`src/rtl/core/ahcs_pkg.sv`:
```
package ahcs_pkg;

    localparam int unsigned MAX_AGENTS     = 65536;
    localparam int unsigned MAX_HOSPITALS  = 256;
    localparam int unsigned MAX_CEMETERIES = 256;

    localparam int unsigned AGENT_W = 16;
    localparam int unsigned REGION_W = 16;
    localparam int unsigned DIS_W   = 17;
    localparam int unsigned LOC_W   = 32;
    localparam int unsigned TIDX_W  = 8;
    localparam int unsigned WORD_W  = 64;
    localparam int unsigned CNT_W   = 9;
    localparam int unsigned REM_W   = 8;
    localparam int unsigned STEP_W  = 6;
    localparam int unsigned CFG_IDX_W  = 2;
    localparam int unsigned CFG_DATA_W = 17;
    localparam int unsigned CMD_W   = 3;

    localparam logic [DIS_W-1:0] ONE_FIXED = 17'h10000;
    localparam logic [CNT_W-1:0] HOSP_CAP  = 9'd256;
    localparam logic [CNT_W-1:0] CEM_CAP   = 9'd256;

    localparam int unsigned ROT_A   = 24;
    localparam int unsigned SHIFT_B = 16;
    localparam int unsigned ROT_B   = 37;

    localparam logic [CMD_W-1:0] CMD_HOSP_STEP = 3'd0;
    localparam logic [CMD_W-1:0] CMD_CEM_STEP  = 3'd1;
    localparam logic [CMD_W-1:0] CMD_LOAD_HOSP = 3'd2;
    localparam logic [CMD_W-1:0] CMD_LOAD_CEM  = 3'd3;
    localparam logic [CMD_W-1:0] CMD_LOAD_W0   = 3'd4;
    localparam logic [CMD_W-1:0] CMD_LOAD_W1   = 3'd5;

    localparam logic [CFG_IDX_W-1:0] CFG_REGION    = 2'd0;
    localparam logic [CFG_IDX_W-1:0] CFG_THRESHOLD = 2'd1;
    localparam logic [CFG_IDX_W-1:0] CFG_HOSP_CNT  = 2'd2;
    localparam logic [CFG_IDX_W-1:0] CFG_CEM_CNT   = 2'd3;

    typedef struct packed {
        logic load0;
        logic load1;
        logic draw;
    } t_prng_ctl;

endpackage

```
`src/rtl/core/ahcs_mod.sv`:
```
module ahcs_mod (
    input  logic                         i_clk,
    input  logic                         i_rst_n,
    input  logic                         i_start,
    input  logic [ahcs_pkg::WORD_W-1:0]  i_dividend,
    input  logic [ahcs_pkg::CNT_W-1:0]   i_divisor,
    output logic                         o_done,
    output logic [ahcs_pkg::REM_W-1:0]   o_rem
);

    logic                         r_busy;
    logic                         r_done;
    logic [ahcs_pkg::STEP_W-1:0]  r_step;
    logic [ahcs_pkg::WORD_W-1:0]  r_dvd;
    logic [ahcs_pkg::CNT_W-1:0]   r_div;
    logic [ahcs_pkg::REM_W-1:0]   r_rem;
    logic [ahcs_pkg::CNT_W-1:0]   trial;
    logic [ahcs_pkg::CNT_W-1:0]   n_part;

    // restoring remainder, one dividend bit per cycle, MSB first
    always_comb begin
        trial  = {r_rem, r_dvd[ahcs_pkg::WORD_W-1]};
        n_part = (trial >= r_div) ? trial - r_div : trial;
    end

    always_ff @(posedge i_clk) begin
        if (!i_rst_n) begin
            r_busy <= 1'b0;
            r_done <= 1'b0;
            r_step <= '0;
        end else begin
            r_done <= 1'b0;
            if (i_start) begin
                r_busy <= 1'b1;
                r_step <= '0;
            end else if (r_busy) begin
                r_step <= r_step + 1'b1;
                if (r_step == {ahcs_pkg::STEP_W{1'b1}}) begin
                    r_busy <= 1'b0;
                    r_done <= 1'b1;
                end
            end
        end
    end

    always_ff @(posedge i_clk) begin
        if (i_start) begin
            r_dvd <= i_dividend;
            r_div <= i_divisor;
            r_rem <= '0;
        end else if (r_busy) begin
            r_dvd <= {r_dvd[ahcs_pkg::WORD_W-2:0], 1'b0};
            r_rem <= n_part[ahcs_pkg::REM_W-1:0];
        end
    end

    assign o_done = r_done;
    assign o_rem  = r_rem;

endmodule

```
`config.mk`:
```
export PLATFORM = sky130hd
export DESIGN_NAME = ahcs_mod
export DESIGN_NICKNAME = d
export VERILOG_FILES = /design/src/rtl/core/ahcs_pkg.sv /design/src/rtl/core/ahcs_mod.sv
export SDC_FILE = /design/constraint.sdc
export NUM_CORES = 1
export LEC_CHECK = 0
export BUFFER_PORTS_ARGS = -buffer_cell sky130_fd_sc_hd__buf_4
export CAP_MARGIN = 20
export CORE_MARGIN = 5
export CORE_UTILIZATION = 59
export DETAILED_ROUTE_END_ITERATION = 16
export PLACE_DENSITY = 0.87
export REMOVE_ABC_BUFFERS = 1
export SLEW_MARGIN = 10
export SYNTH_ARGS = -nofsm -noshare
export SYNTH_HDL_FRONTEND = slang
export SYNTH_SLANG_ARGS = --single-unit
```
`constraint.sdc`:
```
create_clock -name i_clk -period 4.8 [get_ports i_clk]
set_input_delay 0.24 -clock i_clk [delete_from_list [all_inputs] [get_ports i_clk]]
set_output_delay 0.24 -clock i_clk [all_outputs]
set_load 0.05 [all_outputs]
```
Yosys cells after proc, flatten, opt, wreduce, memory -nomap -nowiden
Cells that the tools add are included.
{ "classes": {"muxes": 7, "bitwise_logic": 2, "n_eq_ne": 1, "n_addsub": 2, "reduce_logical": 3, "magnitude_cmp": 1} }
{ "op_table": {"columns": ["cell", "count"], "rows": [
  ["$mux W64", 2],
  ["$ge A9 B9 Y1", 1],
  ["$mux W8", 1],
  ["$sub A8 B8 Y8", 1],
  ["$add A6 B1 Y6 const B", 1],
  ["$eq A6 B6 Y1 const B", 1],
  ["$mux W1", 4],
  ["$reduce_or A3 Y1", 1],
  ["$not A1 Y1", 2],
  ["$reduce_bool A2 Y1", 1],
  ["$reduce_or A2 Y1", 1]
]} }
{ "totals": {"reg_bits": 89, "wordCells": 22, "input_bits": 76} }

Depth between registers and ports, before layout
Gate-level depths: netlist of run 1.
{ "logic_depth": {"word_depth": 4, "mapped_depth": 8, "ltp_nobuf": 8} }

Least setup slack after synthesis of run 1
OpenSTA, ideal clock, no wires.
{ "synth_path": {"kind": "reg2reg", "from": "register r_rem (netlist bit o_rem[0])", "to": "register r_rem (netlist bit o_rem[4])", "stages_incl_launch_ff": 8, "slack_ns": 2.496, "setup_time_ns": 0.091, "arrival_time_ns": 2.213, "period_less_slack_ns": 2.304, "path_cell_list": "dfxtp_1 inv_1 fa_1 nand2b_1 a21oi_1 nor2_1 or4_1 a311oi_1"} }
{ "synth_via": {"elab_chain_cells": 2} }
{ "synth_lines": {"columns": ["item", "line", "source"], "rows": [
  ["start, declared", "ahcs_mod.sv:16", "logic [ahcs_pkg::REM_W-1:0] r_rem;"],
  ["start signal, assigned", "ahcs_mod.sv:53", "r_rem <= n_part[ahcs_pkg::REM_W-1:0];"],
  ["$sub A8 B8 Y8 or $ge A9 B9 Y1 (tied branches)", "ahcs_mod.sv:23", "n_part = (trial >= r_div) ? trial - r_div : trial;"],
  ["$mux W8 *", "ahcs_mod.sv:23", null]
]} }
Mark *: on every way between the ends. The rest lies on a longest branch, timed or not.
A chain may end at the register's enable or synchronous reset.

Final worst setup path of run 1
{ "layout_path": {"from": "register r_busy", "to": "register r_dvd[12] (netlist name), enable pin"} }
{ "layout_via": {"elab_chain_cells": 1} }
{ "layout_lines": {"columns": ["item", "line", "source"], "rows": [
  ["start, declared", "ahcs_mod.sv:11", "logic r_busy;"],
  ["start signal, assigned", "ahcs_mod.sv:28", "r_busy <= 1'b0;"],
  ["start signal, assigned", "ahcs_mod.sv:34", "r_busy <= 1'b1;"],
  ["start signal, assigned", "ahcs_mod.sv:39", "r_busy <= 1'b0;"],
  ["$reduce_bool A2 Y1 (no source line)", null, null],
  ["end signal, assigned", "ahcs_mod.sv:48", "r_dvd <= i_dividend;"],
  ["end signal, assigned", "ahcs_mod.sv:52", "r_dvd <= {r_dvd[ahcs_pkg::WORD_W-2:0], 1'b0};"],
  ["end, declared", "ahcs_mod.sv:14", "logic [ahcs_pkg::WORD_W-1:0] r_dvd;"]
]} }
Every way passes these cells.

==> run metrics, run 1 <==
number of global-route vias before repair 2692; total negative setup slack 0 ns; drt wl/cell 16.3 um; DR DRC count 0; VDD IR-drop max 0.219 mV; Min Clock Period, post-route 2.49 ns; post-CTS setup buffers 0; Clock Tree Buf Depth 2; CTS tree built; Cell Pwr Density 347 nW/um2; PortBufs 84; Leak Pwr 1.95 nW; Max Freq 0.402 GHz; max-slew violation count 0; # clock sinks 89; DRT Pass-1 Iters 4; initial core utilization 0.604; Crit Path Class reg2reg; Yosys cell types 44; Final Hold Fails 0; Clk Latency, worst-skew pair 0.35 ns; Fillers 444; first-pass GRT wire length 12.6 mm; nets 463; Setup crit start kind register; share of cells above drive strength 1 0.449; sequential area share after synthesis 0.612; DRT iter0 DRCs 141; die area 8730 um2; Mean Syn Cell Area 14.1 um2; root buffer cell clkbuf_8; synthesized area 4110 um2; width of the chip 93.4 um; status finished, final reports clean; slowest cell delay on critical path 0.85 ns; cts hold-fix bufs 0; DRT Wirelength 7.77 mm; critical path cell sequence or2_2, buf_4; largest net degree at the start of global routing 86; synth warn 0; CP max-delay cell or2_2; met3 WL post-DR 551 um; via count 2640; Final Setup Violations 0; highest metal used met4; Post-DP HPWL 5.35 mm; Syn-to-layout area delta 22.1%; CP Capture Type register; # resized after CTS 0; TritonCTS Buffers 9; CTS HTree Levels 3; initial antenna violation count 0; Slew @ Worst Pin 1.01 ns; GRT Total Usage 0.188; Tot Pwr 1.74 mW; Post-Synthesis Cells 292; ANT nets after route 0; CP Max Fanout 40; EDFF count, synth 73; worst slew margin relative to its limit 0.325; CORE AREA 6790 um2; CP Data Required Time 4.81 ns; Synth async-reset ratio 0; cell row count 30; Worst-path clk slew 0.09 ns; RD Place Congestion 0.827; #FFs+latches synth 89; unrepaired setup endpoints after global routing false; ANT cells 0; DR vias/cell 5.53; final period utilization 0.519; wl on met1 3.23 mm; Layout Skew 0.0101 ns; Die Span Y 93.4 um; Top FF cell, synth edfxtp_1; Hold Path Class in2reg; crit path DAT 2.50 ns; grt total ovfl 0; max-capacitance violation count 0; met2 WL 3.83 mm; I/O Pins 85
layer usage:
metal | vias up | global-route usage
met4 | 0 | 0.0720
li1 | 1281 | -
met2 | 72 | 0.307
met1 | 1275 | 0.233
met3 | 12 | 0.0579
met5 | - | 0
registers in the layout (all words and copies together) (netlist names):
name    flops
o_rem       8
r_div       9
r_busy      1
r_step      6
r_dvd      64
o_done      1
worst max-delay path, delay by kind of cell (launching register included):
family	cells	cell delay, ns
DFF	1	0.84
and+or+nand+nor	1	0.85
buffers and inverters	1	0.46
cell usage after synthesis (2+ instances only):
cell type | count | share of area
inv_1 | 15 | 0.014
ha_1 | 10 | 0.030
or3_1 | 2 | 0.0030
o21ai_0 | 10 | 0.012
nor2b_1 | 2 | 0.0030
nand2_1 | 5 | 0.0046
nand4_1 | 6 | 0.0091
nor3_1 | 2 | 0.0024
nor2_1 | 18 | 0.016
or2_2 | 2 | 0.0030
nand3_1 | 6 | 0.0073
nor3b_1 | 2 | 0.0037
a21oi_1 | 8 | 0.0098
clkbuf_1 | 9 | 0.0082
edfxtp_1 | 73 | 0.53
a2111o_1 | 2 | 0.0055
nand2b_1 | 3 | 0.0046
o311ai_0 | 2 | 0.0043
buf_1 | 3 | 0.0027
mux2_2 | 63 | 0.17
a311oi_1 | 8 | 0.017
xor2_1 | 4 | 0.0085
dfxtp_1 | 16 | 0.078
path summary, 6_finish.rpt:
kind	from	endpoint	slack [ns]	cells after the start
max	r_busy$_SDFF_PN0_	r_dvd[12]$_DFFE_PP_	2.31	2
min	i_divisor[1]	r_div[1]$_DFFE_PP_	0.07	1
max reg2reg	r_busy$_SDFF_PN0_	r_dvd[12]$_DFFE_PP_	2.31	2
min reg2reg	r_step[5]$_SDFFE_PP0P_	r_step[5]$_SDFFE_PP0P_	0.50	2
logic make-up after synthesis:
kind of cell | synth area share
flip-flops | 0.612
multiplexers | 0.175
AND/OR/NAND/NOR | 0.0743
AO/OA/AOI/OAI | 0.0661
buffers and inverters | 0.0265
adder cells (fa/ha/maj) | 0.0353
XOR/XNOR | 0.0107
where the power goes:
group          switching [mW]  internal [mW]  total, mW
sequential             0.0289          0.921      0.950
clock                   0.262          0.246      0.508
combinational           0.141          0.139      0.280
total                   0.431           1.31       1.74
cell usage in the layout (no fill, tap or decap), types with 2 or more instances in the layout:
cell and instances:
nor3_1 2, inv_6 2, a2111o_1 2, clkbuf_8 9
nand2b_1 3, dfxtp_1 16, clkbuf_1 2, a21oi_1 8
inv_1 15, ha_1 10, o311ai_0 2, buf_4 86
nor2b_1 2, nor3b_1 2, a311oi_1 8, nand2_1 5
edfxtp_1 73, nand4_1 6, o21ai_0 10, nor2_1 18
mux2_2 63, or3_1 2, nand3_1 6, or2_2 2
xor2_1 4
through the flow:
| stage | instance area (um2) | util | std cells | hold WS, ns | worst slack (ns) |
|---|---|---|---|---|---|
| 2_1_floorplan | 4050 | - | 279 | 0.312 | 2.50 |
| 3_3_place_gp | 4820 | 0.709 | 461 | 0.420 | 2.36 |
| 3_5_place_dp | 4820 | 0.709 | 461 | 0.419 | 2.28 |
| 4_1_cts | 5010 | 0.738 | 477 | 0.0486 | 2.27 |
| 5_1_grt | 5010 | 0.738 | 477 | 0.0479 | 2.10 |
| 6_report | 5010 | 0.738 | 477 | 0.0685 | 2.31 |
area by class of cell:
cell class	count	area, um2	share of cell area
Sequential cell	89	2510	0.501
Inverter	15	56.3	0.0112
Timing Repair Buffer	86	646	0.129
Clock inverter	5	63.8	0.0127
Multi-Input combinational cell	175	1490	0.296
Clock buffer	11	131	0.0262
Tap cell	96	120	0.0240
Note: power is estimated with default switching activity, not from simulation.
==> inputs of run 2 (changes only) <==
- CORE_UTILIZATION: 59 -> 55
- PLACE_DENSITY: 0.87 -> 0.82
- clock period: 4.8 -> 2.4 ns (I/O delays scaled with it)
==> run metrics, run 2 (synthesis gave the netlist of run 1 again) <==
post-CTS setup buffers 0 (unchanged); Cell Pwr Density 691 nW/um2 (+100%); RD Place Congestion 0.851 (+2.9%); Hold Path Class in2reg; cell row count 31 (+3.3%); max-capacitance violation count 0 (unchanged); Final Hold Fails 0 (unchanged); ANT nets after route 0 (unchanged); initial antenna violation count 0 (unchanged); commonest non-fill, non-tap cell in the layout buf_4; max-slew violation count 0 (unchanged); CTS tree built; Syn-to-layout area delta 26.4%; DRT iter0 DRCs 135 (-4.3%); share of cells above drive strength 1 0.448 (-0.000718); unrepaired setup endpoints after global routing false; grt total ovfl 0 (unchanged); TritonCTS Buffers 9 (unchanged); Clock Tree Buf Depth 2 (unchanged); Largest register FFs 64 (unchanged); CP Data Required Time 2.66 ns (-2.15 ns); Slew @ Worst Pin 0.593 ns (-0.420 ns); PortBufs 84 (unchanged); I/O Pins 85 (unchanged); root buffer cell clkbuf_8; DRT Pass-1 Iters 4 (unchanged); Post-DP Area 4870 um2 (+0.96%); Worst-path clk slew 0.09 ns (about the same); GRT Total Usage 0.178 (-0.0100); grt met3 use 0.0573 (-0.000604); # clock sinks 89 (unchanged); Clk Latency, worst-skew pair 0.34 ns (about the same); Tot Pwr 3.59 mW (+110%); Min Clock Period, post-route 2.23 ns (-0.264 ns); Crit Path Class reg2reg; Leak Pwr 2.03 nW (+4.1%); final period utilization 0.927 (+0.409); met2 Track Usage GR 0.283 (-0.0238); Post-DP HPWL 5.48 mm (+2.5%); CTS HTree Levels 3 (unchanged); first-pass GRT wire length 12.5 mm (-1.0%); nets 477 (+3.0%); CP Capture Type register; status finished, final reports clean; Largest Register r_dvd; drt wl/cell 15.4 um (-5.3%); global-route met1 utilization 0.226 (-0.00715); width of the chip 96.4 um (+3.2%); most frequent cells in the layout buf_4, edfxtp_1, mux2_2; crit path DAT 2.49 ns (about the same); die area 9290 um2 (+6.5%); Max Freq 0.449 GHz (+12%); CP Max Fanout 4 (-90%); CORE AREA 7250 um2 (+6.8%); Final Instance Area 5190 um2 (+3.5%); Layout Skew 0.00872 ns (-0.00135 ns); DRT Wirelength 7.62 mm (-1.9%); total negative setup slack 0 ns (unchanged); ANT cells 0 (unchanged); worst slew margin relative to its limit 0.605 (+0.280); Die Span Y 96.4 um (+3.2%); VDD IR-drop max 0.396 mV (+81%); DR DRC count 0 (unchanged); Final Setup Violations 0 (unchanged); DR vias/cell 5.33 (-3.7%); post-layout util 0.716 (-0.0226); initial core utilization 0.566 (-0.0383); Top Usage Layer GRT met2; Setup crit start kind register; largest net degree at the start of global routing 65 (-24%); via count 2633 (-0.27%); number of global-route vias before repair 2653 (-1.4%)
==> run 2: layer usage <==
layer / up-vias / part of all wire / wire (um)
met3: 10 / 0.069 / 522
met1: 1256 / 0.42 / 3210
met4: 0 / 0.015 / 112
li1: 1306 / - / -
met2: 61 / 0.50 / 3770
met5: - / 0 / 0
==> run 2: metrics by stage <==
| step | cells | setup slack (ns) | hold WS [ns] |
|---|---|---|---|
| floorplan | 279 | 0.0957 | 0.192 |
| global placement | 468 | 0.233 | 0.299 |
| detailed placement | 468 | 0.166 | 0.300 |
| CTS | 494 | 0.153 | 0.0524 |
| global route | 494 | 0.0292 | 0.0405 |
| finish | 494 | 0.174 | 0.0706 |
==> run 2: cell type report <==
type | count | area [um2]
Timing Repair Buffer | 100 | 788
Fill cell | 511 | 2060
Multi-Input combinational cell | 175 | 1490
Tap cell | 99 | 124
Sequential cell | 89 | 2510
Clock inverter | 6 | 90.1
Clock buffer | 10 | 128
Inverter | 15 | 56.3
==> run 2: worst paths after layout <==
kind	start	to	slack, ns	cells after the start
setup / recovery	r_dvd[63]$_DFFE_PP_	o_rem[6]$_SDFFE_PP0P_	0.17	8
hold / removal	i_dividend[18]	r_dvd[18]$_DFFE_PP_	0.07	2
setup reg to reg	r_dvd[63]$_DFFE_PP_	o_rem[6]$_SDFFE_PP0P_	0.17	8
hold reg to reg	r_step[5]$_SDFFE_PP0P_	r_step[5]$_SDFFE_PP0P_	0.50	2
==> run 2: power breakdown <==
part / total [mW] / switching (mW) / internal [mW]
registers: 1.89 / 0.0507 / 1.84
clock network: 1.11 / 0.520 / 0.591
logic: 0.587 / 0.287 / 0.299
total: 3.59 / 0.858 / 2.73
==> run 2: repair_timing <==
| item | in CTS | in global routing |
|---|---|---|
| hold endpoints to repair | 10 | 0 |
| hold buffers | 10 | 0 |
| gates resized for setup | 0 | 1 |
| setup endpoints to repair | 0 | 1 |
==> run 2: critical path, stage by stage (launching register included) <==
cell,delay (ns)
edfxtp_1,0.38
inv_1,0.05
ha_1,0.22
fa_1,0.39
nand2b_1,0.22
a2111o_1,0.39
o311ai_0,0.11
nand3_1,0.14
a311oi_2,0.24
