**config.mk**
```make
export PLATFORM = sky130hd
export DESIGN_NAME = ahcs_prng
export DESIGN_NICKNAME = d
export VERILOG_FILES = /design/src/rtl/core/ahcs_pkg.sv /design/src/rtl/core/ahcs_prng.sv
export SDC_FILE = /design/constraint.sdc
export NUM_CORES = 1
export LEC_CHECK = 0
export BUFFER_PORTS_ARGS = -buffer_cell sky130_fd_sc_hd__buf_2
export CORE_MARGIN = 5
export CORE_UTILIZATION = 60
export CTS_CLUSTER_SIZE = 28
export DETAILED_ROUTE_END_ITERATION = 7
export PLACE_DENSITY_LB_ADDON = 0.15
export SETUP_SLACK_MARGIN = 0.02
export SYNTH_ARGS = -nofsm -noshare
export SYNTH_HDL_FRONTEND = slang
export SYNTH_SLANG_ARGS = --single-unit
```
**constraint.sdc**
```tcl
create_clock -name i_clk -period 5.4 [get_ports i_clk]
set_input_delay 0 -clock i_clk [delete_from_list [all_inputs] [get_ports i_clk]]
set_output_delay 0 -clock i_clk [all_outputs]
set_load 0.01 [all_outputs]
```
**src/rtl/core/ahcs_pkg.sv**
```systemverilog
package ahcs_pkg;

    localparam int unsigned MAX_AGENTS     = 65536;
    localparam int unsigned MAX_HOSPITALS  = 256;
    localparam int unsigned MAX_CEMETERIES = 256;

    localparam int unsigned AGENT_W = 16;
    localparam int unsigned REGION_W = 16;
    localparam int unsigned DIS_W   = 17;
    localparam int unsigned LOC_W   = 32;
    localparam int unsigned TIDX_W  = 8;
    localparam int unsigned WORD_W  = 64;
    localparam int unsigned CNT_W   = 9;
    localparam int unsigned REM_W   = 8;
    localparam int unsigned STEP_W  = 6;
    localparam int unsigned CFG_IDX_W  = 2;
    localparam int unsigned CFG_DATA_W = 17;
    localparam int unsigned CMD_W   = 3;

    localparam logic [DIS_W-1:0] ONE_FIXED = 17'h10000;
    localparam logic [CNT_W-1:0] HOSP_CAP  = 9'd256;
    localparam logic [CNT_W-1:0] CEM_CAP   = 9'd256;

    localparam int unsigned ROT_A   = 24;
    localparam int unsigned SHIFT_B = 16;
    localparam int unsigned ROT_B   = 37;

    localparam logic [CMD_W-1:0] CMD_HOSP_STEP = 3'd0;
    localparam logic [CMD_W-1:0] CMD_CEM_STEP  = 3'd1;
    localparam logic [CMD_W-1:0] CMD_LOAD_HOSP = 3'd2;
    localparam logic [CMD_W-1:0] CMD_LOAD_CEM  = 3'd3;
    localparam logic [CMD_W-1:0] CMD_LOAD_W0   = 3'd4;
    localparam logic [CMD_W-1:0] CMD_LOAD_W1   = 3'd5;

    localparam logic [CFG_IDX_W-1:0] CFG_REGION    = 2'd0;
    localparam logic [CFG_IDX_W-1:0] CFG_THRESHOLD = 2'd1;
    localparam logic [CFG_IDX_W-1:0] CFG_HOSP_CNT  = 2'd2;
    localparam logic [CFG_IDX_W-1:0] CFG_CEM_CNT   = 2'd3;

    typedef struct packed {
        logic load0;
        logic load1;
        logic draw;
    } t_prng_ctl;

endpackage

```
**src/rtl/core/ahcs_prng.sv**
```systemverilog
module ahcs_prng (
    input  logic                         i_clk,
    input  logic                         i_rst_n,
    input  ahcs_pkg::t_prng_ctl          i_ctl,
    input  logic [ahcs_pkg::WORD_W-1:0]  i_value,
    output logic [ahcs_pkg::WORD_W-1:0]  o_sum
);

    logic [ahcs_pkg::WORD_W-1:0] r_w0;
    logic [ahcs_pkg::WORD_W-1:0] r_w1;
    logic [ahcs_pkg::WORD_W-1:0] n_w0;
    logic [ahcs_pkg::WORD_W-1:0] n_w1;
    logic [ahcs_pkg::WORD_W-1:0] mix;

    // xoroshiro128+ step
    always_comb begin
        mix  = r_w1 ^ r_w0;
        n_w0 = r_w0;
        n_w1 = r_w1;
        if (i_ctl.draw) begin
            n_w0 = {r_w0[ahcs_pkg::WORD_W-ahcs_pkg::ROT_A-1:0],
                    r_w0[ahcs_pkg::WORD_W-1:ahcs_pkg::WORD_W-ahcs_pkg::ROT_A]}
                   ^ mix ^ (mix << ahcs_pkg::SHIFT_B);
            n_w1 = {mix[ahcs_pkg::WORD_W-ahcs_pkg::ROT_B-1:0],
                    mix[ahcs_pkg::WORD_W-1:ahcs_pkg::WORD_W-ahcs_pkg::ROT_B]};
        end
        if (i_ctl.load0) begin
            n_w0 = i_value;
        end
        if (i_ctl.load1) begin
            n_w1 = i_value;
        end
    end

    always_ff @(posedge i_clk) begin
        if (!i_rst_n) begin
            r_w0 <= '0;
            r_w1 <= '0;
        end else begin
            r_w0 <= n_w0;
            r_w1 <= n_w1;
        end
    end

    assign o_sum = r_w0 + r_w1;

endmodule

```
Word-level counts from Yosys, hierarchy flattened. Cells that the tools add are included.

Add/subtract/negate cells: 1. Mux-type cells: 4. Bitwise operators: 3. Reduce and logical (&&, ||, !) cells: 2.

Operators with widths (count): 64-bit 2-to-1 mux (4); 64-bit XOR (3); 64-bit adder (1); 2-bit nonzero test (2).

Bits in registers: 128. Input bits: 69. Output and inout port bits: 64. Word-level logic and storage cells: 12.

Depth between registers and ports, before layout. Gate-level depths: netlist of the first run.

Word-level depth: 5. Gate-level depth with buffers: 11. Mapped depth without buffers: 11.

Least setup slack after synthesis of the first run. Ideal clock, no wire load.

Kind: reg-to-output. Start point: reg r_w0[1] (netlist name). End point: out o_sum[63] (netlist name). Data arrival time: 2.784 ns. Required time: 5.400 ns. Path slack: 2.616 ns. Stages on the path, launching flop included: 11. Path buffers: 0. Cell sequence: dfxtp_1 > ha_1 > a211o_1 > a2111o_1 > nand2_2 > o311ai_4 > a31o_4 > a31o_4 > a31o_1 > a41oi_2 > xor2_1.

Longest elaborated chain between the ends: 1.

Ends and longest elaborated chain: start: declaration (line ahcs_prng.sv:9) `logic [ahcs_pkg::WORD_W-1:0] r_w0;`; start signal: assignment (line ahcs_prng.sv:40) `r_w0 <= n_w0;`; 64-bit adder (line ahcs_prng.sv:45) `assign o_sum = r_w0 + r_w1;`; end: declaration (line ahcs_prng.sv:6) `output logic [ahcs_pkg::WORD_W-1:0] o_sum`.

No other way between the ends.

Worst setup path in the final report of the first run.
Start point: reg r_w0[14] (netlist name). End point: out o_sum[60] (netlist name).

The elaborated chain is that of the path after synthesis.

==> results.txt, run 1 <==
----------------------------------------------------
[GRT]
  Pin count of the biggest net entering global routing ... 106
  Met1 track demand over resource in global routing ... 51.3%
  Met3 usage in global routing ... 11.2%
  Vias in the first global route ... 10200
  Global-route wire length before repair ... 60100 um
  Congestion Overflow GR ... 0
  Overall Global Routing Usage ... 38.8%
  Initial antenna violation count ... 1
  Met2 routing resource usage after global routing ... 57.6%
  Most heavily used metal layer in global routing ... met2

[Layout]
  Antenna cells ... 0
  Layout overhead on the synthesized area ... 17.3%
  Share of cells above drive strength 1 ... 12.5%
  Filler-free cell count of the finished design ... 1691
  Count of fill cells added during filler insertion ... 1436
  Fin nets ... 1586

[STA]
  Setup TNS ... 0 ns
  Setup clock skew after layout ... 0.0105 ns
  Worst-Margin Slew ... 0.921 ns
  Worst slew margin relative to its limit ... 38.6%
  Max-slew violation total from the final report ... 0
  RSZ-0062 raised after global routing ... false
  Crit path time final ... 4.00 ns
  Number of hold violations in the final report ... 0
  Fmax ... 0.250 GHz
  Number of failing setup endpoints in the final timing report ... 0
  Fraction of the cycle the final worst path needs ... 74.1%

[Placed design]
  Final GP Congestion ... 0.999
  Number of port buffers ... 132
  Half-perimeter wire length after placement ... 30000 um
  Total instance count after detailed placement ... 1591

[Synthesis]
  Post-synthesis sequential area ratio ... 24.3%
  Warnings from Yosys ... 0
  Count of unique library cells instantiated by Yosys ... 63
  Number of nets in the synthesized netlist ... 1478
  Leading register cell type out of synthesis ... sky130_fd_sc_hd__dfxtp_1
  Leading post-synthesis cells by instance count ... sky130_fd_sc_hd__a21oi_1 (148), sky130_fd_sc_hd__xnor2_1 (146), sky130_fd_sc_hd__o21ai_0 (138)
  Syn Area/Cell ... 7.85 um^2
  Count of flip-flops with a built-in enable after synthesis ... 0
  Combined area of all synthesized cells ... 10600 um^2
  FFs w/ async S/R, synth ... 0%
  Number of flip-flops and latches in the synthesized netlist ... 128
  Most area-consuming cells after synthesis ... sky130_fd_sc_hd__dfxtp_1 (24%), sky130_fd_sc_hd__xnor2_1 (12%), sky130_fd_sc_hd__mux2i_1 (10%), sky130_fd_sc_hd__ha_1 (7.5%), sky130_fd_sc_hd__a21oi_1 (7.0%)
  Fraction of synthesized cell area taken by the top area cell type ... 24.3%
  Library cell occupying the most area in the post-synthesis netlist ... sky130_fd_sc_hd__dfxtp_1
  Synth Instances ... 1345
  Most frequent cell after synthesis ... sky130_fd_sc_hd__a21oi_1

[Die]
  I/O pins ... 133
  Vertical die dimension ... 143 um
  Die area ... 20300 um^2
  Placeable core region ... 17300 um^2
  Placement row count ... 48
  Effective utilization at floorplan ... 61.0%
  Horiz. Die Dim ... 143 um

[Clock tree]
  CTS tree ... done
  TritonCTS buffer count ... 17
  Clock Pin Slew Worst Setup and Hold Paths ... 0.06 ns
  Clock insertion delay at the later pin of the skew report ... 0.44 ns
  H-tree depth ... 4
  Sink Count ... 128
  Maximum clock path buffer count ... 2
  Root Driver ... sky130_fd_sc_hd__clkbuf_16

[Route]
  First-pass DRT Iterations ... 6
  DRT Wirelength ... 40200 um
  Number of remaining DRC errors ... 0
  Initial DRC Count ... 1341
  Count of nets left with antenna violations after detail routing ... 0
  Average routed wire per standard cell ... 23.8 um
  Via count of the routed design ... 10900
  Drt via density ... 6.42

[Pwr]
  Switching power summed over all nets ... 1.62 mW
  Peak supply drop ... 309 uV
  Comb power frac ... 41.3%
  Switching Share ... 39.3%
  Internal power component ... 2.50 mW
  Proportion of power drawn by the clock network ... 31.2%
  Static leakage power ... 5.58 nW
  Sequential fraction of design power ... 27.5%
  Power per Cell Area ... 332 nW/um^2

[Worst hold path]
  Path type of the worst min-delay path ... input pin to flop

[Worst setup path]
  Cell type group with the largest total delay on the critical path ... compound AO/OA/AOI/OAI gates
  Number of buffer and inverter instances along the worst setup path ... 1
  Data arrival at the endpoint of the critical path ... 4.00 ns
  Ordered cell list for the critical path ... ha_1, nand2_1, o21ai_0, nor2_1, a2bb2oi_1, a31o_2, o41ai_1, o2111ai_1, nand2_1, xnor2_1, buf_2
  Critical path startpoint category ... flop
  Most frequent cell on the critical path ... sky130_fd_sc_hd__nand2_1
  Required time reported for the critical path endpoint ... 5.40 ns
  Max stage delay cell, worst path ... sky130_fd_sc_hd__o41ai_1
  Highest net fanout along the worst path ... 11
  Category of the worst setup path capture point ... output port
  Critical path class ... flop to output port
  Slowest stage delay, CP ... 0.72 ns

[Run status]
  Run status ... completed

[Flow run]
  Max cap viols ... 0

----------------------------------------------------
## logic make-up (layout without fill, tap and decap cells)
| group | after synthesis | in the layout | share of synthesized area (%) |
|---|---|---|---|
| compound gates | 405 | 405 | 22.9 |
| fa+ha+maj | 64 | 64 | 7.66 |
| buf+inv | 138 | 259 | 5.33 |
| flops | 128 | 128 | 24.3 |
| simple gates | 325 | 325 | 14.9 |
| mux | 110 | 110 | 10.4 |
| xor+xnor | 175 | 175 | 14.5 |
## stage by stage
stage	util, %	hold slack [ns]	instance area, um^2	power (mW)	setup slack [ns]
2_1_floorplan	-	0.163	10600	2.20	2.62
3_3_place_gp	64.0	0.272	11100	2.74	1.98
3_5_place_dp	64.0	0.279	11100	2.75	2.02
4_1_cts	71.6	0.0912	12400	4.06	1.56
5_1_grt	71.6	0.129	12400	4.25	1.35
6_report	71.6	0.108	12400	4.11	1.40
## placed cells by master, fill, tap and decap left out, types with 10 or more instances in the layout
master	instances
sky130_fd_sc_hd__a211oi_1	17
sky130_fd_sc_hd__a21o_1	34
sky130_fd_sc_hd__a21oi_1	148
sky130_fd_sc_hd__and2_1	69
sky130_fd_sc_hd__buf_2	130
sky130_fd_sc_hd__clkbuf_16	17
sky130_fd_sc_hd__dfxtp_1	128
sky130_fd_sc_hd__dlygate4sd3_1	68
sky130_fd_sc_hd__ha_1	63
sky130_fd_sc_hd__inv_1	21
sky130_fd_sc_hd__mux2i_1	110
sky130_fd_sc_hd__nand2_1	127
sky130_fd_sc_hd__nand3_1	10
sky130_fd_sc_hd__nand4_1	20
sky130_fd_sc_hd__nor2_1	51
sky130_fd_sc_hd__nor2b_1	20
sky130_fd_sc_hd__nor3_1	10
sky130_fd_sc_hd__o21ai_0	138
sky130_fd_sc_hd__o21bai_1	21
sky130_fd_sc_hd__xnor2_1	146
sky130_fd_sc_hd__xor2_1	29
## flip-flops by register name (all words and copies together), names as in the netlist
| signal | count |
|---|---|
| r_w0 | 64 |
| r_w1 | 64 |
## power groups by stage
stage | Clock, mW | Sequential, mW | Combinational (mW)
floorplan | 0 | 1.11 | 1.09
global placement | 0 | 1.14 | 1.60
detailed placement | 0 | 1.15 | 1.60
CTS | 1.28 | 1.13 | 1.65
global route | 1.33 | 1.14 | 1.79
finish | 1.28 | 1.13 | 1.70
## final cells by class
cell class              count  area, um^2  area share, %
clock buffers              18         439           3.55
clock inverters            14         203           1.64
inverters                  22        82.6          0.667
multi-input cells        1079        7430           60.0
flip-flops and latches    128        2560           20.7
well taps                 225         282           2.27
repair buffers            205        1390           11.2
## timing repair
action                    in CTS  in global routing
hold buffers                  68                  0
hold endpoints to repair     128                  0
resized for setup              0                  0
buffers inserted               0                  0
## worst reg2reg max path, cell delays in order (launching register included)
cell                      delay [ns]
sky130_fd_sc_hd__dfxtp_1        0.37
sky130_fd_sc_hd__ha_1           0.71
sky130_fd_sc_hd__xnor2_1        0.16
sky130_fd_sc_hd__xnor2_1        0.47
sky130_fd_sc_hd__mux2i_1        0.16
sky130_fd_sc_hd__a21oi_1        0.17
## metal layers
layer	vias up	part of all wire [%]
met2	687	43
met4	2	5.5
met1	5113	40
li1	4915	-
met5	-	0.032
met3	142	12
## final timing paths
kind / startpoint / to / slack (ns) / cells after the start
worst max-delay path: r_w0[14] / o_sum[60] / 1.40 / 11
worst max register to register: r_w0[14] / r_w0[30] / 3.30 / 5
worst min-delay path: i_ctl[1] / r_w1[3] / 0.11 / 3
worst min register to register: r_w0[36] / r_w0[36] / 0.57 / 2
(Power assumes the default switching activity.)
==> inputs of run 2 (changes only) <==
==> constraint.sdc (replaced) <==
create_clock -name i_clk -period 4 [get_ports i_clk]
set_input_delay 0 -clock i_clk [delete_from_list [all_inputs] [get_ports i_clk]]
set_output_delay 0 -clock i_clk [all_outputs]
set_load 0.01 [all_outputs]
==> results.txt, run 2 (same netlist as run 1, synthesis figures left out) <==
----------------------------------------------------
[Placed design]
  Final GP Congestion ... 1.08 (+7.8%)
  Half-perimeter wire length after placement ... 30300 um (+0.92%)
  Number of port buffers ... 132 (unchanged)
  Total instance count after detailed placement ... 1604 (+0.82%)

[Worst setup path]
  Reg-to-reg setup timing slack ... 1.83 ns (-1.47 ns)
  Highest net fanout along the worst path ... 4 (-7)
  Critical path class ... flop to output port
  Category of the worst setup path capture point ... output port
  Data arrival at the endpoint of the critical path ... 3.86 ns (-0.14 ns)
  Startpoint of the most critical register-to-register path ... r_w0[14]
  Critical path startpoint category ... flop
  Required time reported for the critical path endpoint ... 4.00 ns (-1.40 ns)
  Worst Reg-to-Reg Cells ... 5 (unchanged)
  Critical R2R Capture ... r_w0[30]

[GRT]
  Overall Global Routing Usage ... 38.7% (-0.070 points)
  Global-route wire length before repair ... 59700 um (-0.74%)
  Pin count of the biggest net entering global routing ... 129 (+22%)
  Initial antenna violation count ... 1 (unchanged)
  Congestion Overflow GR ... 0 (unchanged)
  Vias in the first global route ... 10100 (-0.31%)

[Die]
  I/O pins ... 133 (unchanged)
  Vertical die dimension ... 143 um (unchanged)
  Horiz. Die Dim ... 143 um (unchanged)
  Effective utilization at floorplan ... 61.0% (unchanged)
  Die area ... 20300 um^2 (unchanged)
  Placeable core region ... 17300 um^2 (unchanged)
  Placement row count ... 48 (unchanged)

[Run status]
  Run status ... completed

[Route]
  DRT Wirelength ... 40200 um (about the same)
  Drt via density ... 6.29 (-2.1%)
  Average routed wire per standard cell ... 23.7 um (-0.55%)
  Via count of the routed design ... 10700 (-1.6%)
  Count of nets left with antenna violations after detail routing ... 0 (unchanged)
  Number of remaining DRC errors ... 0 (unchanged)
  First-pass DRT Iterations ... 7 (+1)
  Initial DRC Count ... 1274 (-5.0%)

[Clock tree]
  H-tree depth ... 4 (unchanged)
  Clock Pin Slew Worst Setup and Hold Paths ... 0.07 ns (about the same)
  Setup fix buffers added after clock tree synthesis ... 0 (unchanged)
  Sink Count ... 128 (unchanged)
  Maximum clock path buffer count ... 2 (unchanged)
  CTS tree ... done
  Root Driver ... sky130_fd_sc_hd__clkbuf_16
  TritonCTS buffer count ... 17 (unchanged)
  Clock insertion delay at the later pin of the skew report ... 0.44 ns (about the same)

[STA]
  Setup TNS ... 0 ns (unchanged)
  Number of failing setup endpoints in the final timing report ... 0 (unchanged)
  Worst slew margin relative to its limit ... 21.3% (-17 points)
  Worst-Margin Slew ... 1.18 ns (+0.260 ns)
  Max-slew violation total from the final report ... 0 (unchanged)
  Number of hold violations in the final report ... 0 (unchanged)
  Fraction of the cycle the final worst path needs ... 96.5%
  Setup clock skew after layout ... 0.00986 ns (-0.000604 ns)
  Fmax ... 0.259 GHz
  RSZ-0062 raised after global routing ... false
  Crit path time final ... 3.86 ns

[Pwr]
  Peak supply drop ... 379 uV (+23%)
  Power per Cell Area ... 437 nW/um^2 (+32%)
  Static leakage power ... 5.60 nW (+0.53%)

[Layout]
  Area used by multi-input combinational logic ... 7450 um^2 (+0.20%)
  Layout Utilization ... 71.7% (+0.12 points)
  Layout overhead on the synthesized area ... 17.5%
  Most frequent cells in the layout ... sky130_fd_sc_hd__xnor2_1 (146), sky130_fd_sc_hd__a21oi_1 (146), sky130_fd_sc_hd__o21ai_0 (138)
  Fin nets ... 1595 (+0.57%)
  Registers with the most flip-flops ... r_w0: 64 flops, r_w1: 64 flops
  Sequential Area ... 2560 um^2 (unchanged)
  Antenna cells ... 0 (unchanged)
  Share of cells above drive strength 1 ... 13.5% (+1.0 points)
  Count of fill cells added during filler insertion ... 1382 (-3.8%)
  Filler-free cell count of the finished design ... 1700 (+0.53%)

[Worst hold path]
  Path type of the worst min-delay path ... input pin to flop
  Worst hold endpoint ... r_w0[18]
  Hold path start ... i_ctl[0]
  Worst Hold Path Cells ... 3 (unchanged)

[Flow run]
  Max cap viols ... 0 (unchanged)

----------------------------------------------------
[run 2: what timing repair did]
action	CTS	global route
hold endpoints to repair	128	0
resized for setup	0	3
hold buffers	64	0
endpoints found under the setup margin	0	4
[run 2: cell type report]
cell class / count / area share (%)
Multi-Input combinational cell: 1079 / 60.0
Tap cell: 225 / 2.27
Clock inverter: 15 / 1.22
Sequential cell: 128 / 20.7
Inverter: 22 / 0.666
Timing Repair Buffer: 214 / 11.7
Clock buffer: 17 / 3.43
[run 2: worst max-delay path, stage by stage, from the launching register on]
cell and delay, ns:
sky130_fd_sc_hd__dfxtp_1 0.34, sky130_fd_sc_hd__ha_1 0.25, sky130_fd_sc_hd__fa_1 0.41, sky130_fd_sc_hd__a21o_1 0.22
sky130_fd_sc_hd__a221oi_2 0.38, sky130_fd_sc_hd__nand4b_1 0.24, sky130_fd_sc_hd__a311oi_1 0.14, sky130_fd_sc_hd__nor3_2 0.46
sky130_fd_sc_hd__a21oi_1 0.27, sky130_fd_sc_hd__a21o_1 0.23, sky130_fd_sc_hd__a21oi_1 0.18, sky130_fd_sc_hd__xnor2_1 0.15
sky130_fd_sc_hd__buf_2 0.16
[run 2: worst max path at each step]
| stage | to | slack [ns] | start | depth (start not counted) |
|---|---|---|---|---|
| after global placement | o_sum[60] | 0.74 | r_w0[14] | 11 |
| final | o_sum[52] | 0.14 | r_w0[0] | 12 |
| after global routing | o_sum[48] | 0.04 | r_w0[0] | 12 |
| after CTS | o_sum[62] | 0.19 | r_w0[0] | 12 |
| after floorplan | o_sum[63] | 1.22 | r_w0[1] | 10 |
| after detailed placement | o_sum[60] | 0.65 | r_w0[14] | 11 |
[run 2: power breakdown]
part / internal [mW] / switching (mW)
logic: 0.928 / 1.41
registers: 1.40 / 0.134
clock network: 0.874 / 0.684
[run 2: metrics by stage]
stage | setup WS (ns) | power, mW | hold slack, ns | cell area, um^2
finish | 0.140 | 5.42 | 0.153 | 12400
global route | 0.0447 | 5.60 | 0.173 | 12400
CTS | 0.188 | 5.33 | 0.149 | 12400
detailed placement | 0.649 | 3.74 | 0.280 | 11200
global placement | 0.738 | 3.73 | 0.269 | 11200
floorplan | 1.22 | 2.97 | 0.163 | 10600
[run 2: per-layer routing]
layer  GRT usage (%)  share of wire [%]  up-vias
li1                -                  -     4921
met1            49.9                 39     4931
met2            58.1                 42      690
met3            11.9                 12      143
met4            20.3                5.9        2
met5               0              0.032        -
